<file path="config.mk">
export PLATFORM = sky130hd
export DESIGN_NAME = dld_ram
export DESIGN_NICKNAME = d
export VERILOG_FILES = /design/src/rtl/assert_macros.svh /design/src/rtl/dld_ram.sv
export SDC_FILE = /design/constraint.sdc
export NUM_CORES = 2
export LEC_CHECK = 0
export ABC_AREA = 1
export BUFFER_PORTS_ARGS = -buffer_cell sky130_fd_sc_hd__buf_2
export CAP_MARGIN = 10
export CORE_ASPECT_RATIO = 0.8
export CORE_UTILIZATION = 30
export DETAILED_ROUTE_END_ITERATION = 16
export SYNTH_ARGS = -nofsm -noshare
export SYNTH_HDL_FRONTEND = slang
export SYNTH_SLANG_ARGS = --single-unit
export TNS_END_PERCENT = 10
</file>
<file path="constraint.sdc">
create_clock -name clk -period 2.4 [get_ports clk]
set_clock_uncertainty 0.15 [all_clocks]
set_input_delay 0.48 -clock clk [delete_from_list [all_inputs] [get_ports clk]]
set_output_delay 0.48 -clock clk [all_outputs]
set_load 0.02 [all_outputs]
</file>
<file path="src/rtl/assert_macros.svh">
// Assertion helpers shared by the deque RTL.
// The asserting module must have clk and rst_n in scope.
`ifndef ASSERT_MACROS_SVH
`define ASSERT_MACROS_SVH

// The expression holds at every clock edge outside reset.
`define ASSERT_ALWAYS(lbl, expr, msg) \
    lbl: assert property (@(posedge clk) disable iff (!rst_n) (expr)) \
        else $error(msg);

// When the first expression holds, the second holds in the next cycle.
`define ASSERT_NEXT(lbl, ante, cons, msg) \
    lbl: assert property (@(posedge clk) disable iff (!rst_n) (ante) |=> (cons)) \
        else $error(msg);

`endif

</file>
<file path="src/rtl/dld_ram.sv">
`default_nettype none

module dld_ram #(
    parameter int WIDTH = 8,
    parameter int DEPTH = 256
) (
    input  wire logic                     clk,
    input  wire logic                     wr_en,
    input  wire logic [$clog2(DEPTH)-1:0] wr_addr,
    input  wire logic [WIDTH-1:0]         wr_data,
    input  wire logic                     rd_en,
    input  wire logic [$clog2(DEPTH)-1:0] rd_addr,
    output logic      [WIDTH-1:0]         rd_data
);

    logic [WIDTH-1:0] mem_reg [DEPTH];
    logic [WIDTH-1:0] rd_data_reg;

    always_ff @(posedge clk)
    begin
        if (wr_en)
        begin
            mem_reg[wr_addr] <= wr_data;
        end
        if (rd_en)
        begin
            rd_data_reg <= mem_reg[rd_addr];
        end
    end

    assign rd_data = rd_data_reg;

endmodule

`default_nettype wire

</file>
Yosys cells after proc, flatten, opt, wreduce, memory -nomap -nowiden
Memory sizes are Yosys's and may differ from the RTL's. A register that Yosys moved wholly into a read port is not among the register bits.
Index checks and enable logic that the tools add are counted.
{"block": "totals", "output_inout_bits": 8, "register_bits": 0, "inputBits": 27, "ramBits": 2048, "n_memories": 1}
{"block": "classes", "mux": 2}
{"memory": "mem_reg", "words": 256, "width": 8, "rd": 1, "rd_clocked_by_memory_dff": 1, "write_ports": 1, "line_no": "dld_ram.sv:16", "rtl": "logic [WIDTH-1:0] mem_reg [DEPTH];"}
{"operator": "$mux W1", "count": 2}

Logic depth before layout (Yosys ltp)
{"block": "depth", "word_depth": 2, "ltp_mapped": 15, "depth_no_buf": 11}

Worst setup path after synthesis
Ideal clock, no wire load.
{"block": "synth_path", "kind": "input port to flip-flop", "start": "in wr_en", "end": "mem mem_reg[162][0] (enable)", "t_arrival_ns": 1.601, "setup_time_ns": 0.370, "setup_slack_ns": 0.279, "required_ns": 1.880, "path_stages": 4, "path_cell_list": "clkbuf_1 > nand3_1 > clkbuf_1 > nor2_1"}
{"block": "synth_via", "elab_chain_len": 2}
{"item": "start: declaration", "line_no": "dld_ram.sv:8", "rtl": "input wire logic wr_en,"}
{"item": "$mux W1", "line_no": "dld_ram.sv:21", "rtl": "if (wr_en)"}
{"item": "$mux W1 (not written as such)", "line_no": "dld_ram.sv:23", "rtl": "mem_reg[wr_addr] <= wr_data;"}
{"item": "end: declaration", "line_no": "dld_ram.sv:16"}
No other way between the ends.

Worst setup path after layout
{"block": "layout_path", "start": "reg rd_data_reg[0] (netlist: rd_data[0]), read port of mem_reg", "end": "out rd_data[0]"}
{"item": "start: declaration", "line_no": "dld_ram.sv:17", "rtl": "logic [WIDTH-1:0] rd_data_reg;"}
{"item": "end: declaration", "line_no": "dld_ram.sv:13", "rtl": "output logic [WIDTH-1:0] rd_data"}
No word-level cell between the ends.

==> metrics.md <==
| Metric | Value |
|---|---|
| Dpl ws | -0.654 ns |
| Most frequent cells in the layout | nand2_1 (2,123), edfxtp_1 (2,056), nand3_1 (2,019) |
| Wire length of the first global-routing pass | 364,000 um |
| Status | complete, no violations |
| Setup TNS | 0 ns |
| Crit Path Category | reg2out |
| Mapped Area | between 80,000 and 90,000 um^2 |
| DR pass1 iterations | 8 |
| Synth area leader | edfxtp_1 |
| Port bufs | 34 |
| Post-route cell area | between 100,000 and 150,000 um^2 |
| Startpoint types | flip-flop |
| Post-DR wirelength/cell | 21.8 um |
| Crit path time final | ~2.3 ns |
| Worst-Margin Slew | around 0.74 ns |
| Post-CTS Setup Bufs | 0 |
| Initial Util | between 30% and 40% |
| Worst slew margin | about half |
| Hold slack | roughly 0.30 ns |
| CP delay by family, top | flip-flops |
| Pins Over Slew Limit | 0 |
| Synthesis-stage register bit count | just over 2,000 |
| Pwr Density | approximately 770 nW/um^2 |
| Drc violations | 0 |
| Row count | roughly 170 |
| TritonCTS clock tree | yes |
| Number of distinct library cells after synthesis | 13 |
| Buf+Inv Stages, Crit Path | 1 |
| Worst path arrival time | approximately 1.7 ns |
| Hold crit path type | in2reg |
| Grt ovf | 0 |
| Post-layout power | between 70,000 and 80,000 uW |
| Commonest non-fill, non-tap cell in the layout | nand2_1 |
| Syn Area/Cell | 11.9 um^2 |
| CTS Buffer Depth | 3 |
| Post-Route WL | between 200,000 and 250,000 um |
| Sequential area share after synthesis | roughly three quarters |
| Io pins | 35 |
| Antenna violations before repair | 16 |
| Final setup fails | 0 |
| Fmax | ~440 MHz |
| Clock Latency Late Sink | 0.85 ns |
| Synth warn | 0 |
| Register-to-register setup slack | between 0.15 and 0.2 ns |
| Detail Placement HPWL | roughly 160,000 um |
| Routability cong. | roughly 0.91 |
| Leak Pwr | roughly 0.035 uW |
| Die X | 592 um |
| Final ANT Viol Nets | 0 |
| Htree depth | 4 |
| Max FFs per register | slightly above 2,000 |
| Area contributors post-synth | edfxtp_1 (74%), nand3_1 (12%), nand2_1 (9.5%) |
| 1st-iter DRT viols | 7,761 |
| Chip Height | 474 um |
| Final worst slack | between 0.1 and 0.15 ns |
| Area Growth Syn to Fin | 19.9% |
| Peak VDD IR | about 0.0008 V |
| Cells along the critical path | buf_2 |
| Area post-placement | between 90,000 and 100,000 um^2 |
| Die area | between 200,000 and 300,000 um^2 |
| Global-route usage over all layers | between 10% and 20% |
| TritonCTS Sinks | 2,056 |
| Top cell type's share of synthesized area | between 70 and 80% |
| Cts bufs inserted | 203 |
| Critical Path RT | roughly 1.8 ns |
| Via count | slightly below 60,000 |
| Core area | between 200,000 and 300,000 um^2 |
| Resized cells post-CTS | 0 |
| Vias in the first global route | 54,718 |
| Crit path max fanout | 1 |
| Hold Violations, Final | 0 |
| Max Cap Viol | 0 |
| Largest net degree at the start of global routing | just under 70 |
| Synthesized instance count | 7,003 |
| CP Capture Type | output port |
| CP peak stage delay | a little over 0.5 ns |
| Slowest-stage cell, CP | edfxtp_1 |
| Nets | around 7,500 |
| Share of cells above drive strength 1 | between 10% and 20% |
| Layout fillers | approximately 26,000 |
| Fin crit share | between 90% and 100% |
| RSZ-0062 raised after global routing | no |
| Clock Pin Slew Worst Setup and Hold Paths | around 0.060 ns |
| Post-DR vias/cell | just over 5 |
| Root buf cell | clkbuf_16 |
| Post-synthesis net count | 7,030 |
[worst reg2reg max path, stage by stage, from the launching register on]
cell      delay [ns]
edfxtp_1        0.37
nand2_1         0.08
nand3_1         0.07
nand3_1         0.19
nand3_1         0.11
nand3_1         0.10
nand3_1         0.27
nand3_1         0.25
nand2_1         0.12
nand2_1         0.17
nand2_1         0.08
[area by class of cell]
| type | instances | area (um^2) | share of cell area [%] |
|---|---|---|---|
| flip-flops and latches | 2056 | 61700 | 61.7 |
| diodes | 2 | 5.00 | 0.00500 |
| repair buffers | 794 | 7860 | 7.85 |
| clock buffers | 247 | 5310 | 5.31 |
| clock inverters | 129 | 1270 | 1.27 |
| well taps | 3654 | 4570 | 4.57 |
| inverters | 39 | 180 | 0.180 |
| multi-input cells | 4425 | 19100 | 19.1 |
[what timing repair did]
| action | CTS | global route |
|---|---|---|
| hold buffers | 10 | 0 |
| setup endpoints to repair | 0 | 0 |
| endpoints found under the hold margin | 216 | 0 |
[logic make-up (layout without fill, tap and decap cells)]
kind of cell | count (synthesis) | after routing | share of synthesized area (%)
AND/OR/NAND/NOR | 4425 | 4425 | 22.9
flip-flops | 2056 | 2056 | 74.0
other | 0 | 2 | 0
buffers and inverters | 522 | 1209 | 3.12
[synth_stat cells]
cell      instances
buf_2           268
nand3_1        2019
nor2_1          283
edfxtp_1       2056
buf_6            16
inv_2             2
inv_4             1
buf_4            46
nand2_1        2123
clkbuf_1        112
buf_8             1
inv_1            36
buf_1            40
[worst paths after layout]
kind | to | cells after the start | startpoint
worst max-delay path | rd_data[0] | 1 | rd_data[0]
worst min-delay path | mem_reg[90][3] | 5 | wr_addr[7]
worst max register to register | rd_data[0] | 10 | mem_reg[102][0]
worst min register to register | rd_data[2] | 10 | mem_reg[176][2]
[power breakdown]
group / total, uW / leakage (uW) / internal (uW) / switching (uW)
clock: 31800 / 0.00320 / 18000 / 13800
sequential: 39600 / 0.0185 / 39600 / 36.7
combinational: 5390 / 0.0138 / 1640 / 3750
[stage by stage]
| step | util (%) | std cells |
|---|---|---|
| 3_5_place_dp | 33.9 | 10958 |
| 6_report | 36.3 | 11346 |
| 4_1_cts | 36.3 | 11344 |
| 5_1_grt | 36.3 | 11344 |
| 2_1_floorplan | - | 7003 |
| 3_3_place_gp | 33.9 | 10958 |
[metal layers]
layer  vias up  part of all wire [%]  GRT usage (%)
met2      2946                    44           26.3
met3       394                    10           3.35
met5         -                0.0097              0
met4         4                   2.7           5.01
met1     28434                    43           25.0
li1      25937                     -              -
Note: power is estimated with default switching activity, not from simulation.
