--- src/rtl/assert_macros.svh ---
// Assertion helpers shared by the deque RTL.
// The asserting module must have clk and rst_n in scope.
`ifndef ASSERT_MACROS_SVH
`define ASSERT_MACROS_SVH

// The expression holds at every clock edge outside reset.
`define ASSERT_ALWAYS(lbl, expr, msg) \
    lbl: assert property (@(posedge clk) disable iff (!rst_n) (expr)) \
        else $error(msg);

// When the first expression holds, the second holds in the next cycle.
`define ASSERT_NEXT(lbl, ante, cons, msg) \
    lbl: assert property (@(posedge clk) disable iff (!rst_n) (ante) |=> (cons)) \
        else $error(msg);

`endif

--- src/rtl/dld_pkg.sv ---
`default_nettype none

package dld_pkg;

    localparam int NODE_COUNT = 256;
    localparam int DATA_W     = 32;
    localparam int SEL_W      = 8;
    localparam int IDX_W      = (NODE_COUNT > 1) ? $clog2(NODE_COUNT) : 1;
    localparam int PTR_W      = IDX_W + 1;

    typedef logic [IDX_W-1:0]  idx_t;
    typedef logic [PTR_W-1:0]  ptr_t;
    typedef logic [DATA_W-1:0] data_t;
    typedef logic [SEL_W-1:0]  sel_t;
    typedef logic [2:0]        req_t;
    typedef logic [1:0]        status_t;

    // The null link is one past the last node.
    localparam ptr_t NIL = PTR_W'(NODE_COUNT);

    localparam req_t REQ_PUSH_BACK  = 3'd0;
    localparam req_t REQ_PUSH_FRONT = 3'd1;
    localparam req_t REQ_POP_BACK   = 3'd2;
    localparam req_t REQ_POP_FRONT  = 3'd3;
    localparam req_t REQ_UNLINK     = 3'd4;
    localparam req_t REQ_RELINK     = 3'd5;

    localparam status_t STATUS_DONE  = 2'd0;
    localparam status_t STATUS_FULL  = 2'd1;
    localparam status_t STATUS_EMPTY = 2'd2;

    // Link memory port: one registered read and one write per cycle.
    typedef struct packed {
        logic rd_en;
        idx_t rd_addr;
        logic wr_en;
        idx_t wr_addr;
        ptr_t wr_data;
    } lnk_port_t;

    typedef struct packed {
        logic  rd_en;
        idx_t  rd_addr;
        logic  wr_en;
        idx_t  wr_addr;
        data_t wr_data;
    } pay_port_t;

    typedef struct packed {
        logic rd_en;
        idx_t rd_addr;
        logic wr_en;
        idx_t wr_addr;
        idx_t wr_data;
    } fre_port_t;

    typedef struct packed {
        status_t status;
        sel_t    node_index;
        data_t   front_value;
        data_t   back_value;
        logic    is_empty;
    } res_t;

    // Any link value at or above the node count means no node.
    function automatic logic is_node(input ptr_t p);
        return p < NIL;
    endfunction

    function automatic ptr_t norm_ptr(input ptr_t p);
        return is_node(p) ? p : NIL;
    endfunction

    function automatic logic sel_in_range(input sel_t s);
        return int'(s) < NODE_COUNT;
    endfunction

endpackage

`default_nettype wire

--- src/rtl/dld_ctrl.sv ---
`default_nettype none
`include "assert_macros.svh"

module dld_ctrl
    import dld_pkg::*;
(
    input  wire logic      clk,
    input  wire logic      rst_n,
    input  wire logic      in_valid,
    output logic           in_ready,
    input  wire req_t      req_type,
    input  wire data_t     payload,
    input  wire sel_t      node_sel,
    output logic           res_valid,
    input  wire logic      res_ready,
    output res_t           res,
    output pay_port_t      pay_port,
    input  wire data_t     pay_rd_data,
    output lnk_port_t      prv_port,
    input  wire ptr_t      prv_rd_data,
    output lnk_port_t      nxt_port,
    input  wire ptr_t      nxt_rd_data,
    output fre_port_t      fre_port,
    input  wire idx_t      fre_rd_data
);

    localparam logic [2:0] ST_IDLE   = 3'd0;
    localparam logic [2:0] ST_PUSH_A = 3'd1;
    localparam logic [2:0] ST_PUSH_B = 3'd2;
    localparam logic [2:0] ST_LINK   = 3'd3;
    localparam logic [2:0] ST_FETCH  = 3'd4;
    localparam logic [2:0] ST_DONE   = 3'd5;

    logic [2:0] state_reg, state_next;
    ptr_t       head_reg, head_next;
    ptr_t       tail_reg, tail_next;
    ptr_t       fresh_reg, fresh_next;
    ptr_t       free_top_reg, free_top_next;
    logic       use_stack_reg, use_stack_next;
    logic       fetch_head_reg, fetch_head_next;

    req_t       req_reg, req_next;
    data_t      data_reg, data_next;
    ptr_t       node_reg, node_next;
    status_t    status_reg, status_next;
    sel_t       idx_out_reg, idx_out_next;
    data_t      head_val_reg, head_val_next;
    data_t      tail_val_reg, tail_val_next;

    ptr_t       free_dec;
    ptr_t       push_node;
    ptr_t       p_lnk;
    ptr_t       q_lnk;
    logic       p_ok;
    logic       q_ok;
    logic       accept;

    assign accept    = in_valid && in_ready;
    assign free_dec  = free_top_reg - PTR_W'(1);
    // A recycled node arrives from the free stack read issued at accept.
    assign push_node = use_stack_reg ? PTR_W'(fre_rd_data) : node_reg;
    assign p_lnk     = prv_rd_data;
    assign q_lnk     = nxt_rd_data;
    assign p_ok      = is_node(p_lnk);
    assign q_ok      = is_node(q_lnk);

    always_comb
    begin
        state_next      = state_reg;
        head_next       = head_reg;
        tail_next       = tail_reg;
        fresh_next      = fresh_reg;
        free_top_next   = free_top_reg;
        use_stack_next  = use_stack_reg;
        fetch_head_next = fetch_head_reg;
        req_next        = req_reg;
        data_next       = data_reg;
        node_next       = node_reg;
        status_next     = status_reg;
        idx_out_next    = idx_out_reg;
        head_val_next   = head_val_reg;
        tail_val_next   = tail_val_reg;
        pay_port        = '0;
        prv_port        = '0;
        nxt_port        = '0;
        fre_port        = '0;
        in_ready        = 1'b0;
        res_valid       = 1'b0;

        case (state_reg)
            ST_IDLE:
            begin
                in_ready = 1'b1;
                if (accept)
                begin
                    req_next       = req_type;
                    data_next      = payload;
                    status_next    = STATUS_DONE;
                    idx_out_next   = '0;
                    use_stack_next = 1'b0;
                    state_next     = ST_DONE;
                    case (req_type)
                        REQ_PUSH_BACK, REQ_PUSH_FRONT:
                        begin
                            if (free_top_reg != '0)
                            begin
                                fre_port.rd_en   = 1'b1;
                                fre_port.rd_addr = free_dec[IDX_W-1:0];
                                free_top_next    = free_dec;
                                use_stack_next   = 1'b1;
                                state_next       = ST_PUSH_A;
                            end
                            else if (is_node(fresh_reg))
                            begin
                                node_next  = fresh_reg;
                                fresh_next = fresh_reg + PTR_W'(1);
                                state_next = ST_PUSH_A;
                            end
                            else
                            begin
                                status_next = STATUS_FULL;
                            end
                        end
                        REQ_POP_BACK, REQ_POP_FRONT:
                        begin
                            node_next = (req_type == REQ_POP_BACK) ? tail_reg : head_reg;
                            if (!is_node(node_next))
                            begin
                                status_next = STATUS_EMPTY;
                            end
                            else
                            begin
                                idx_out_next     = SEL_W'(node_next);
                                prv_port.rd_en   = 1'b1;
                                prv_port.rd_addr = node_next[IDX_W-1:0];
                                nxt_port.rd_en   = 1'b1;
                                nxt_port.rd_addr = node_next[IDX_W-1:0];
                                // Return the node to the free stack unless it is full.
                                if (free_top_reg < NIL)
                                begin
                                    fre_port.wr_en   = 1'b1;
                                    fre_port.wr_addr = free_top_reg[IDX_W-1:0];
                                    fre_port.wr_data = node_next[IDX_W-1:0];
                                    free_top_next    = free_top_reg + PTR_W'(1);
                                end
                                state_next = ST_LINK;
                            end
                        end
                        REQ_UNLINK, REQ_RELINK:
                        begin
                            idx_out_next = node_sel;
                            if (sel_in_range(node_sel))
                            begin
                                node_next        = PTR_W'(node_sel);
                                prv_port.rd_en   = 1'b1;
                                prv_port.rd_addr = node_next[IDX_W-1:0];
                                nxt_port.rd_en   = 1'b1;
                                nxt_port.rd_addr = node_next[IDX_W-1:0];
                                pay_port.rd_en   = 1'b1;
                                pay_port.rd_addr = node_next[IDX_W-1:0];
                                state_next       = ST_LINK;
                            end
                        end
                        default:
                        begin
                            state_next = ST_DONE;
                        end
                    endcase
                end
            end

            ST_PUSH_A:
            begin
                node_next        = push_node;
                use_stack_next   = 1'b0;
                idx_out_next     = SEL_W'(push_node);
                pay_port.wr_en   = 1'b1;
                pay_port.wr_addr = push_node[IDX_W-1:0];
                pay_port.wr_data = data_reg;
                // Keep the end caches equal to the payload of the end nodes.
                if (push_node == head_reg)
                begin
                    head_val_next = data_reg;
                end
                if (push_node == tail_reg)
                begin
                    tail_val_next = data_reg;
                end
                prv_port.wr_en   = 1'b1;
                prv_port.wr_addr = push_node[IDX_W-1:0];
                prv_port.wr_data = NIL;
                nxt_port.wr_en   = 1'b1;
                nxt_port.wr_addr = push_node[IDX_W-1:0];
                nxt_port.wr_data = NIL;
                if (!is_node(head_reg))
                begin
                    head_next     = push_node;
                    tail_next     = push_node;
                    head_val_next = data_reg;
                    tail_val_next = data_reg;
                    state_next    = ST_DONE;
                end
                else if (req_reg == REQ_PUSH_BACK)
                begin
                    prv_port.wr_data = norm_ptr(tail_reg);
                    state_next       = ST_PUSH_B;
                end
                else
                begin
                    nxt_port.wr_data = head_reg;
                    state_next       = ST_PUSH_B;
                end
            end

            ST_PUSH_B:
            begin
                if (req_reg == REQ_PUSH_BACK)
                begin
                    if (is_node(tail_reg))
                    begin
                        nxt_port.wr_en   = 1'b1;
                        nxt_port.wr_addr = tail_reg[IDX_W-1:0];
                        nxt_port.wr_data = node_reg;
                    end
                    tail_next     = node_reg;
                    tail_val_next = data_reg;
                end
                else
                begin
                    prv_port.wr_en   = 1'b1;
                    prv_port.wr_addr = head_reg[IDX_W-1:0];
                    prv_port.wr_data = node_reg;
                    head_next        = node_reg;
                    head_val_next    = data_reg;
                end
                state_next = ST_DONE;
            end

            ST_LINK:
            begin
                state_next = ST_DONE;
                case (req_reg)
                    REQ_POP_BACK:
                    begin
                        if (p_ok)
                        begin
                            nxt_port.wr_en   = 1'b1;
                            nxt_port.wr_addr = p_lnk[IDX_W-1:0];
                            nxt_port.wr_data = NIL;
                            tail_next        = p_lnk;
                            pay_port.rd_en   = 1'b1;
                            pay_port.rd_addr = p_lnk[IDX_W-1:0];
                            fetch_head_next  = 1'b0;
                            state_next       = ST_FETCH;
                        end
                        else
                        begin
                            head_next = NIL;
                            tail_next = NIL;
                        end
                    end
                    REQ_POP_FRONT:
                    begin
                        if (q_ok)
                        begin
                            prv_port.wr_en   = 1'b1;
                            prv_port.wr_addr = q_lnk[IDX_W-1:0];
                            prv_port.wr_data = NIL;
                            head_next        = q_lnk;
                            pay_port.rd_en   = 1'b1;
                            pay_port.rd_addr = q_lnk[IDX_W-1:0];
                            fetch_head_next  = 1'b1;
                            state_next       = ST_FETCH;
                        end
                        else
                        begin
                            head_next = NIL;
                            tail_next = NIL;
                        end
                    end
                    REQ_UNLINK:
                    begin
                        if (p_ok)
                        begin
                            nxt_port.wr_en   = 1'b1;
                            nxt_port.wr_addr = p_lnk[IDX_W-1:0];
                            nxt_port.wr_data = q_lnk;
                        end
                        else
                        begin
                            head_next = norm_ptr(q_lnk);
                        end
                        if (q_ok)
                        begin
                            prv_port.wr_en   = 1'b1;
                            prv_port.wr_addr = q_lnk[IDX_W-1:0];
                            prv_port.wr_data = p_lnk;
                        end
                        else
                        begin
                            tail_next = norm_ptr(p_lnk);
                        end
                        // At most one end moves onto a node whose payload is not cached.
                        if (!p_ok && q_ok)
                        begin
                            pay_port.rd_en   = 1'b1;
                            pay_port.rd_addr = q_lnk[IDX_W-1:0];
                            fetch_head_next  = 1'b1;
                            state_next       = ST_FETCH;
                        end
                        else if (p_ok && !q_ok)
                        begin
                            pay_port.rd_en   = 1'b1;
                            pay_port.rd_addr = p_lnk[IDX_W-1:0];
                            fetch_head_next  = 1'b0;
                            state_next       = ST_FETCH;
                        end
                    end
                    REQ_RELINK:
                    begin
                        if (p_ok)
                        begin
                            nxt_port.wr_en   = 1'b1;
                            nxt_port.wr_addr = p_lnk[IDX_W-1:0];
                            nxt_port.wr_data = node_reg;
                        end
                        else
                        begin
                            head_next     = node_reg;
                            head_val_next = pay_rd_data;
                        end
                        if (q_ok)
                        begin
                            prv_port.wr_en   = 1'b1;
                            prv_port.wr_addr = q_lnk[IDX_W-1:0];
                            prv_port.wr_data = node_reg;
                        end
                        else
                        begin
                            tail_next     = node_reg;
                            tail_val_next = pay_rd_data;
                        end
                    end
                    default:
                    begin
                        state_next = ST_DONE;
                    end
                endcase
            end

            ST_FETCH:
            begin
                if (fetch_head_reg)
                begin
                    head_val_next = pay_rd_data;
                end
                else
                begin
                    tail_val_next = pay_rd_data;
                end
                state_next = ST_DONE;
            end

            ST_DONE:
            begin
                res_valid = 1'b1;
                if (res_ready)
                begin
                    state_next = ST_IDLE;
                end
            end

            default:
            begin
                state_next = ST_IDLE;
            end
        endcase
    end

    always_ff @(posedge clk or negedge rst_n)
    begin
        if (!rst_n)
        begin
            state_reg      <= ST_IDLE;
            head_reg       <= NIL;
            tail_reg       <= NIL;
            fresh_reg      <= '0;
            free_top_reg   <= '0;
            use_stack_reg  <= 1'b0;
            fetch_head_reg <= 1'b0;
        end
        else
        begin
            state_reg      <= state_next;
            head_reg       <= head_next;
            tail_reg       <= tail_next;
            fresh_reg      <= fresh_next;
            free_top_reg   <= free_top_next;
            use_stack_reg  <= use_stack_next;
            fetch_head_reg <= fetch_head_next;
        end
    end

    always_ff @(posedge clk)
    begin
        req_reg      <= req_next;
        data_reg     <= data_next;
        node_reg     <= node_next;
        status_reg   <= status_next;
        idx_out_reg  <= idx_out_next;
        head_val_reg <= head_val_next;
        tail_val_reg <= tail_val_next;
    end

    assign res.status      = status_reg;
    assign res.node_index  = idx_out_reg;
    assign res.front_value = is_node(head_reg) ? head_val_reg : '0;
    assign res.back_value  = is_node(tail_reg) ? tail_val_reg : '0;
    assign res.is_empty    = !is_node(head_reg);

    `ASSERT_ALWAYS(a_free_top_range, free_top_reg <= NIL, "free stack count past node count")
    `ASSERT_ALWAYS(a_fresh_range, fresh_reg <= NIL, "fresh count past node count")
    `ASSERT_NEXT(a_accept_leaves_idle, accept, state_reg != ST_IDLE, "accepted word not started")
    `ASSERT_NEXT(a_result_holds, res_valid && !res_ready, res_valid && $stable(res), "result lost")

endmodule

`default_nettype wire

--- config.mk ---
export PLATFORM = sky130hd
export DESIGN_NAME = dld_ctrl
export DESIGN_NICKNAME = d
export VERILOG_FILES = /design/src/rtl/dld_pkg.sv /design/src/rtl/dld_ctrl.sv
export VERILOG_INCLUDE_DIRS = /design/src /design/src/rtl
export SDC_FILE = /design/constraint.sdc
export NUM_CORES = 1
export LEC_CHECK = 0
export ABC_AREA = 1
export BUFFER_PORTS_ARGS = -buffer_cell sky130_fd_sc_hd__buf_2
export CAP_MARGIN = 20
export CORE_ASPECT_RATIO = 0.6
export CORE_MARGIN = 5
export CORE_UTILIZATION = 35
export CTS_BUF_LIST = sky130_fd_sc_hd__clkbuf_16
export DETAILED_ROUTE_END_ITERATION = 8
export SETUP_SLACK_MARGIN = 0.05
export SYNTH_ARGS = -nofsm -noshare
export SYNTH_HDL_FRONTEND = slang
export SYNTH_SLANG_ARGS = --single-unit
--- constraint.sdc ---
create_clock -name clk -period 4.3 [get_ports clk]
set_input_delay 1.075 -clock clk [delete_from_list [all_inputs] [get_ports clk]]
set_output_delay 1.075 -clock clk [all_outputs]
set_load 0.01 [all_outputs]
## Word level (Yosys, flattened, before mapping)

Index checks and enable logic that the tools add are counted.

| word-level totals | value |
|---|---|
| bits in registers | 159 |
| input port bits | 105 |
| output and inout port bits | 207 |
| word-level logic and storage cells | 211 |

| operators by class | value |
|---|---|
| add/sub/neg operators | 3 |
| order comparisons | 7 |
| equal/unequal tests | 44 |
| mux-type cells | 112 |
| bitwise logic cells | 1 |
| reductions and logical operators | 30 |

Operators by type and width:

| operator | number |
|---|---|
| 2-to-1 mux 32 bit | 14 |
| 2-to-1 mux 9 bit | 35 |
| case mux 32 bit (4 select lines) | 2 |
| case mux 18 bit (3 select lines) | 4 |
| 2-to-1 mux 18 bit | 9 |
| case mux 9 bit (3 select lines) | 4 |
| case mux 9 bit (2 select lines) | 4 |
| case mux 9 bit (4 select lines) | 2 |
| < comparator 9 bit (second input constant) | 7 |
| 2-to-1 mux 26 bit | 2 |
| 2-to-1 mux 17 bit | 3 |
| 2-to-1 mux 41 bit | 1 |
| inequality test 3 bit (second input constant) | 11 |
| case mux 8 bit (2 select lines) | 2 |
| inequality test 2 bit (second input constant) | 15 |
| adder 9 x 1 -> 9 bit (second input constant) | 2 |
| == test 3 x 2 -> 1 bit (second input constant) | 6 |
| == test 3 bit (second input constant) | 6 |
| == test 9 bit | 2 |
| 2-to-1 mux 3 bit | 6 |
| AND reduction 6 bit | 3 |
| 2-to-1 mux 8 bit | 2 |
| case mux 3 bit (5 select lines) | 1 |
| AND reduction 5 bit | 3 |
| other kinds (21) | 51 |

## Depth between registers and ports, before layout

| logic depth | value |
|---|---|
| depth in word-level cells | 7 |
| mapped depth | 12 |

## Worst setup path after synthesis

No wires, ideal clock.

| timing | value |
|---|---|
| path kind | input to output |
| start point | input port in_valid |
| end point | output port fre_port[22] (netlist name) |
| arrival time | 2525 ps |
| data required time | 3225 ps |
| slack | 700 ps |
| stages on the path | 5 |
| buffers on the path | 1 |
| path through | inv_1 -> nor2_2 -> buf_2 -> nand3_1 -> nor2_1 |

RTL lines:

| element | RTL line | source |
|---|---|---|
| start: declaration | dld_ctrl.sv:9 | `input wire logic in_valid,` |
| end: declaration | dld_ctrl.sv:23 | `output fre_port_t fre_port,` |

==> flow_metrics.py <==
metrics = {
    "clocking": {
        "clock_latency_ns": 0.44,
        "htreeDepth": 4,
        "cts.sinks": 159,
        "cts_setup_buffers": 0,
        "cts-buffers-inserted": 17,
        "cts_root_buffer": "clkbuf_16",
        "cts.repair.resized": 0,
        "clk_path_buf_depth": 2,
        "cts_tree": "done",
        "ctsHoldBuffers": 0,
        "clk_pin_slew_worst_paths_ns": 0.06,
    },
    "detailed_routing": {
        "wl_per_cell_um": 20.5,
        "postRouteAntennaNets": 0,
        "drcViolationCount": 0,
        "wirelength_um": 40800,
        "drt_iter0_markers": 1011,
        "dr.pass1.iters": 6,
        "viasPerCell": 5.21,
        "routed-via-count": 10400,
    },
    "synthesis": {
        "synth-edff-count": 118,
        "async_reset_ff_share_pct": 25.8,
        "synth.net_count": 1420,
        "synth_area_leaders": "edfxtp_1, nand2_1, dfrtp_1",
        "yosysSeqAreaShare_pct": 46.7,
        "synth_ff_type": "edfxtp_1",
        "yosys.area.top_type": "edfxtp_1",
        "ys.warnings.count": 0,
        "netlist_area_um2": 9780,
        "synth.ff_latch_count": 159,
        "synthDistinctLibCells": 43,
        "avgSynthCellArea_um2": 7.47,
        "synth_top_area_share_pct": 36.2,
        "syn-instance-count": 1309,
    },
    "pwr": {
        "intPower_mw": 4.85,
        "peakVddDrop_v": 0.000322,
        "switching_share_pct": 48.7,
        "seqPwrFrac_pct": 31.5,
        "combPwrFrac_pct": 52.3,
        "p_per_area_nw_per_um2": 766,
        "finalPower_mw": 9.45,
        "power.share.clock_pct": 16.1,
        "power.leakage_nw": 6.42,
        "power.switching_mw": 4.60,
    },
    "sta": {
        "slew_violations": 0,
        "fmax_mhz": 259,
        "period_needed_ns": 3.86,
        "setup_slack_ns": 0.442,
        "slew_headroom_pct": 45.0,
        "setup_viol": 0,
        "tightest_slew_ns": 0.825,
        "hold_violations": 0,
        "tns_ns": 0,
        "period_share_pct": 89.7,
        "rsz0062_at_grt": "false",
        "fin_worst_skew_ns": 0.0137,
        "holdWs_ns": 0.508,
    },
    "final_layout": {
        "final_cell_mix": "nand2_1, buf_2, inv_1",
        "syn_to_final_growth_pct": 26.1,
        "seqCellArea_um2": 4570,
        "drive_gt1_share_pct": 24.9,
        "postLayoutCoreUtil_pct": 44.7,
        "final_common_cell": "nand2_1",
        "multiInputGateArea_um2": 4080,
        "fin_nets": 1723,
        "num-fill-cells": 2870,
    },
    "run_status": {
        "status": "finished, final reports clean",
    },
    "critical_path": {
        "critical_path.max_fanout": 17,
        "end_kind": "output port",
        "required_ns": 3.22,
        "cp-start-kind": "primary input",
        "slowest_delay_ns": 0.26,
        "crit_arrival_ns": 2.78,
        "cpMaxStageDelayCell": "nand2_2",
        "path_cells": "buf_2 -> inv_1 -> nand2_2 -> nor2_1 -> nand2_1 -> nand2_2 -> nand4_2 -> buf_4 -> nor3_1 -> buf_2",
        "crit_type": "in -> out",
    },
    "global_route": {
        "grt_usage_pct": 25.5,
        "grt_max_degree": 35,
        "grt_pass1_vias": 9902,
        "grt_pass1_wl_um": 61400,
        "overflow": 0,
        "antenna_found_initial": 0,
    },
    "floorplanning": {
        "initial_core_util_pct": 35.5,
        "io_pins": 312,
        "row_count": 47,
        "core_area_um2": 27600,
        "die_h_um": 139,
        "die_w_um": 226,
        "dieArea_um2": 31500,
    },
    "placement": {
        "numPortBuffers": 311,
        "gp_congestion": 0.996,
        "dp.final_hpwl_um": 32200,
        "dpl_worst_slack_ns": 0.480,
    },
    "job": {
        "drv_cap": 0,
    },
    "worst_hold_path": {
        "hp-class": "reg -> reg",
    },
}
-- through the flow --
step                      cells  cell area, um2
after global routing       1992           12300
after global placement     1960           11800
after floorplan            1309            9780
after detailed placement   1960           11800
after CTS                  1992           12300
final                      1994           12300
-- power by group through the flow --
stage / Sequential [mW] / Clock, mW / Combinational (mW)
2_1_floorplan: 2.90 / 0 / 2.88
3_3_place_gp: 2.99 / 0 / 4.91
3_5_place_dp: 3.00 / 0 / 4.90
4_1_cts: 2.97 / 1.56 / 4.92
5_1_grt: 3.04 / 1.63 / 5.43
6_report: 2.98 / 1.53 / 4.94
-- routing by layer --
| metal | routed length, um | share of wire, % | global-route usage, % |
|---|---|---|---|
| met4 | 773 | 1.9 | 6.14 |
| met2 | 16700 | 41 | 35.0 |
| met5 | 0 | 0 | 0 |
| met3 | 4540 | 11 | 7.43 |
| met1 | 18800 | 46 | 39.1 |
-- kinds of logic (layout without fill, tap and decap cells) --
| kind of cell | count (synthesis) | in the layout | share of synthesized area (%) |
|---|---|---|---|
| AOI/OAI and AO/OA | 216 | 216 | 12.9 |
| xor gates and xnor gates | 13 | 13 | 1.16 |
| adders and majority gates | 6 | 6 | 0.768 |
| buffers and inverters | 288 | 604 | 11.8 |
| DFF | 159 | 159 | 46.7 |
| other | 0 | 2 | 0 |
| and+or+nand+nor | 627 | 627 | 26.6 |
-- critical path: cells and delay by family --
kind	cells	cell delay, ns
AND/OR/NAND/NOR	6	1.07
buffers and inverters	4	0.63
-- path summary, 6_finish.rpt --
path,from,end,slack (ns),depth (start not counted)
hold reg to reg,head_reg[8]$_DFFE_PN1P_,head_reg[8]$_DFFE_PN1P_,0.51,2
setup / recovery,req_type[2],fre_port[14],0.44,10
hold / removal,head_reg[8]$_DFFE_PN1P_,head_reg[8]$_DFFE_PN1P_,0.51,2
min in group asynchronous,rst_n,free_top_reg[0]$_DFFE_PN0P_,0.72,1
max in group asynchronous,rst_n,tail_reg[4]$_DFFE_PN0P_,2.83,2
setup reg to reg,state_reg[2]$_DFFE_PN0P_,tail_val_reg[28]$_DFFE_PP_,1.58,8
-- cell type report --
type | instances | share of cell area, %
Timing Repair Buffer | 339 | 14.3
Clock buffer | 17 | 3.45
Sequential cell | 159 | 37.1
Inverter | 233 | 7.09
Tap cell | 367 | 3.72
Clock inverter | 15 | 1.24
Multi-Input combinational cell | 862 | 33.1
Antenna cell | 2 | 0.0406
-- synthesized netlist by cell type, drive strengths merged (16+ instances only) --
cell type	n
nor3	16
buf	35
a21oi	35
inv	232
nor2	205
nand3	68
edfxtp	118
o21ai	123
o221ai	17
clkbuf	20
dfrtp	39
nand2	326
Note: power is estimated with default switching activity, not from simulation.
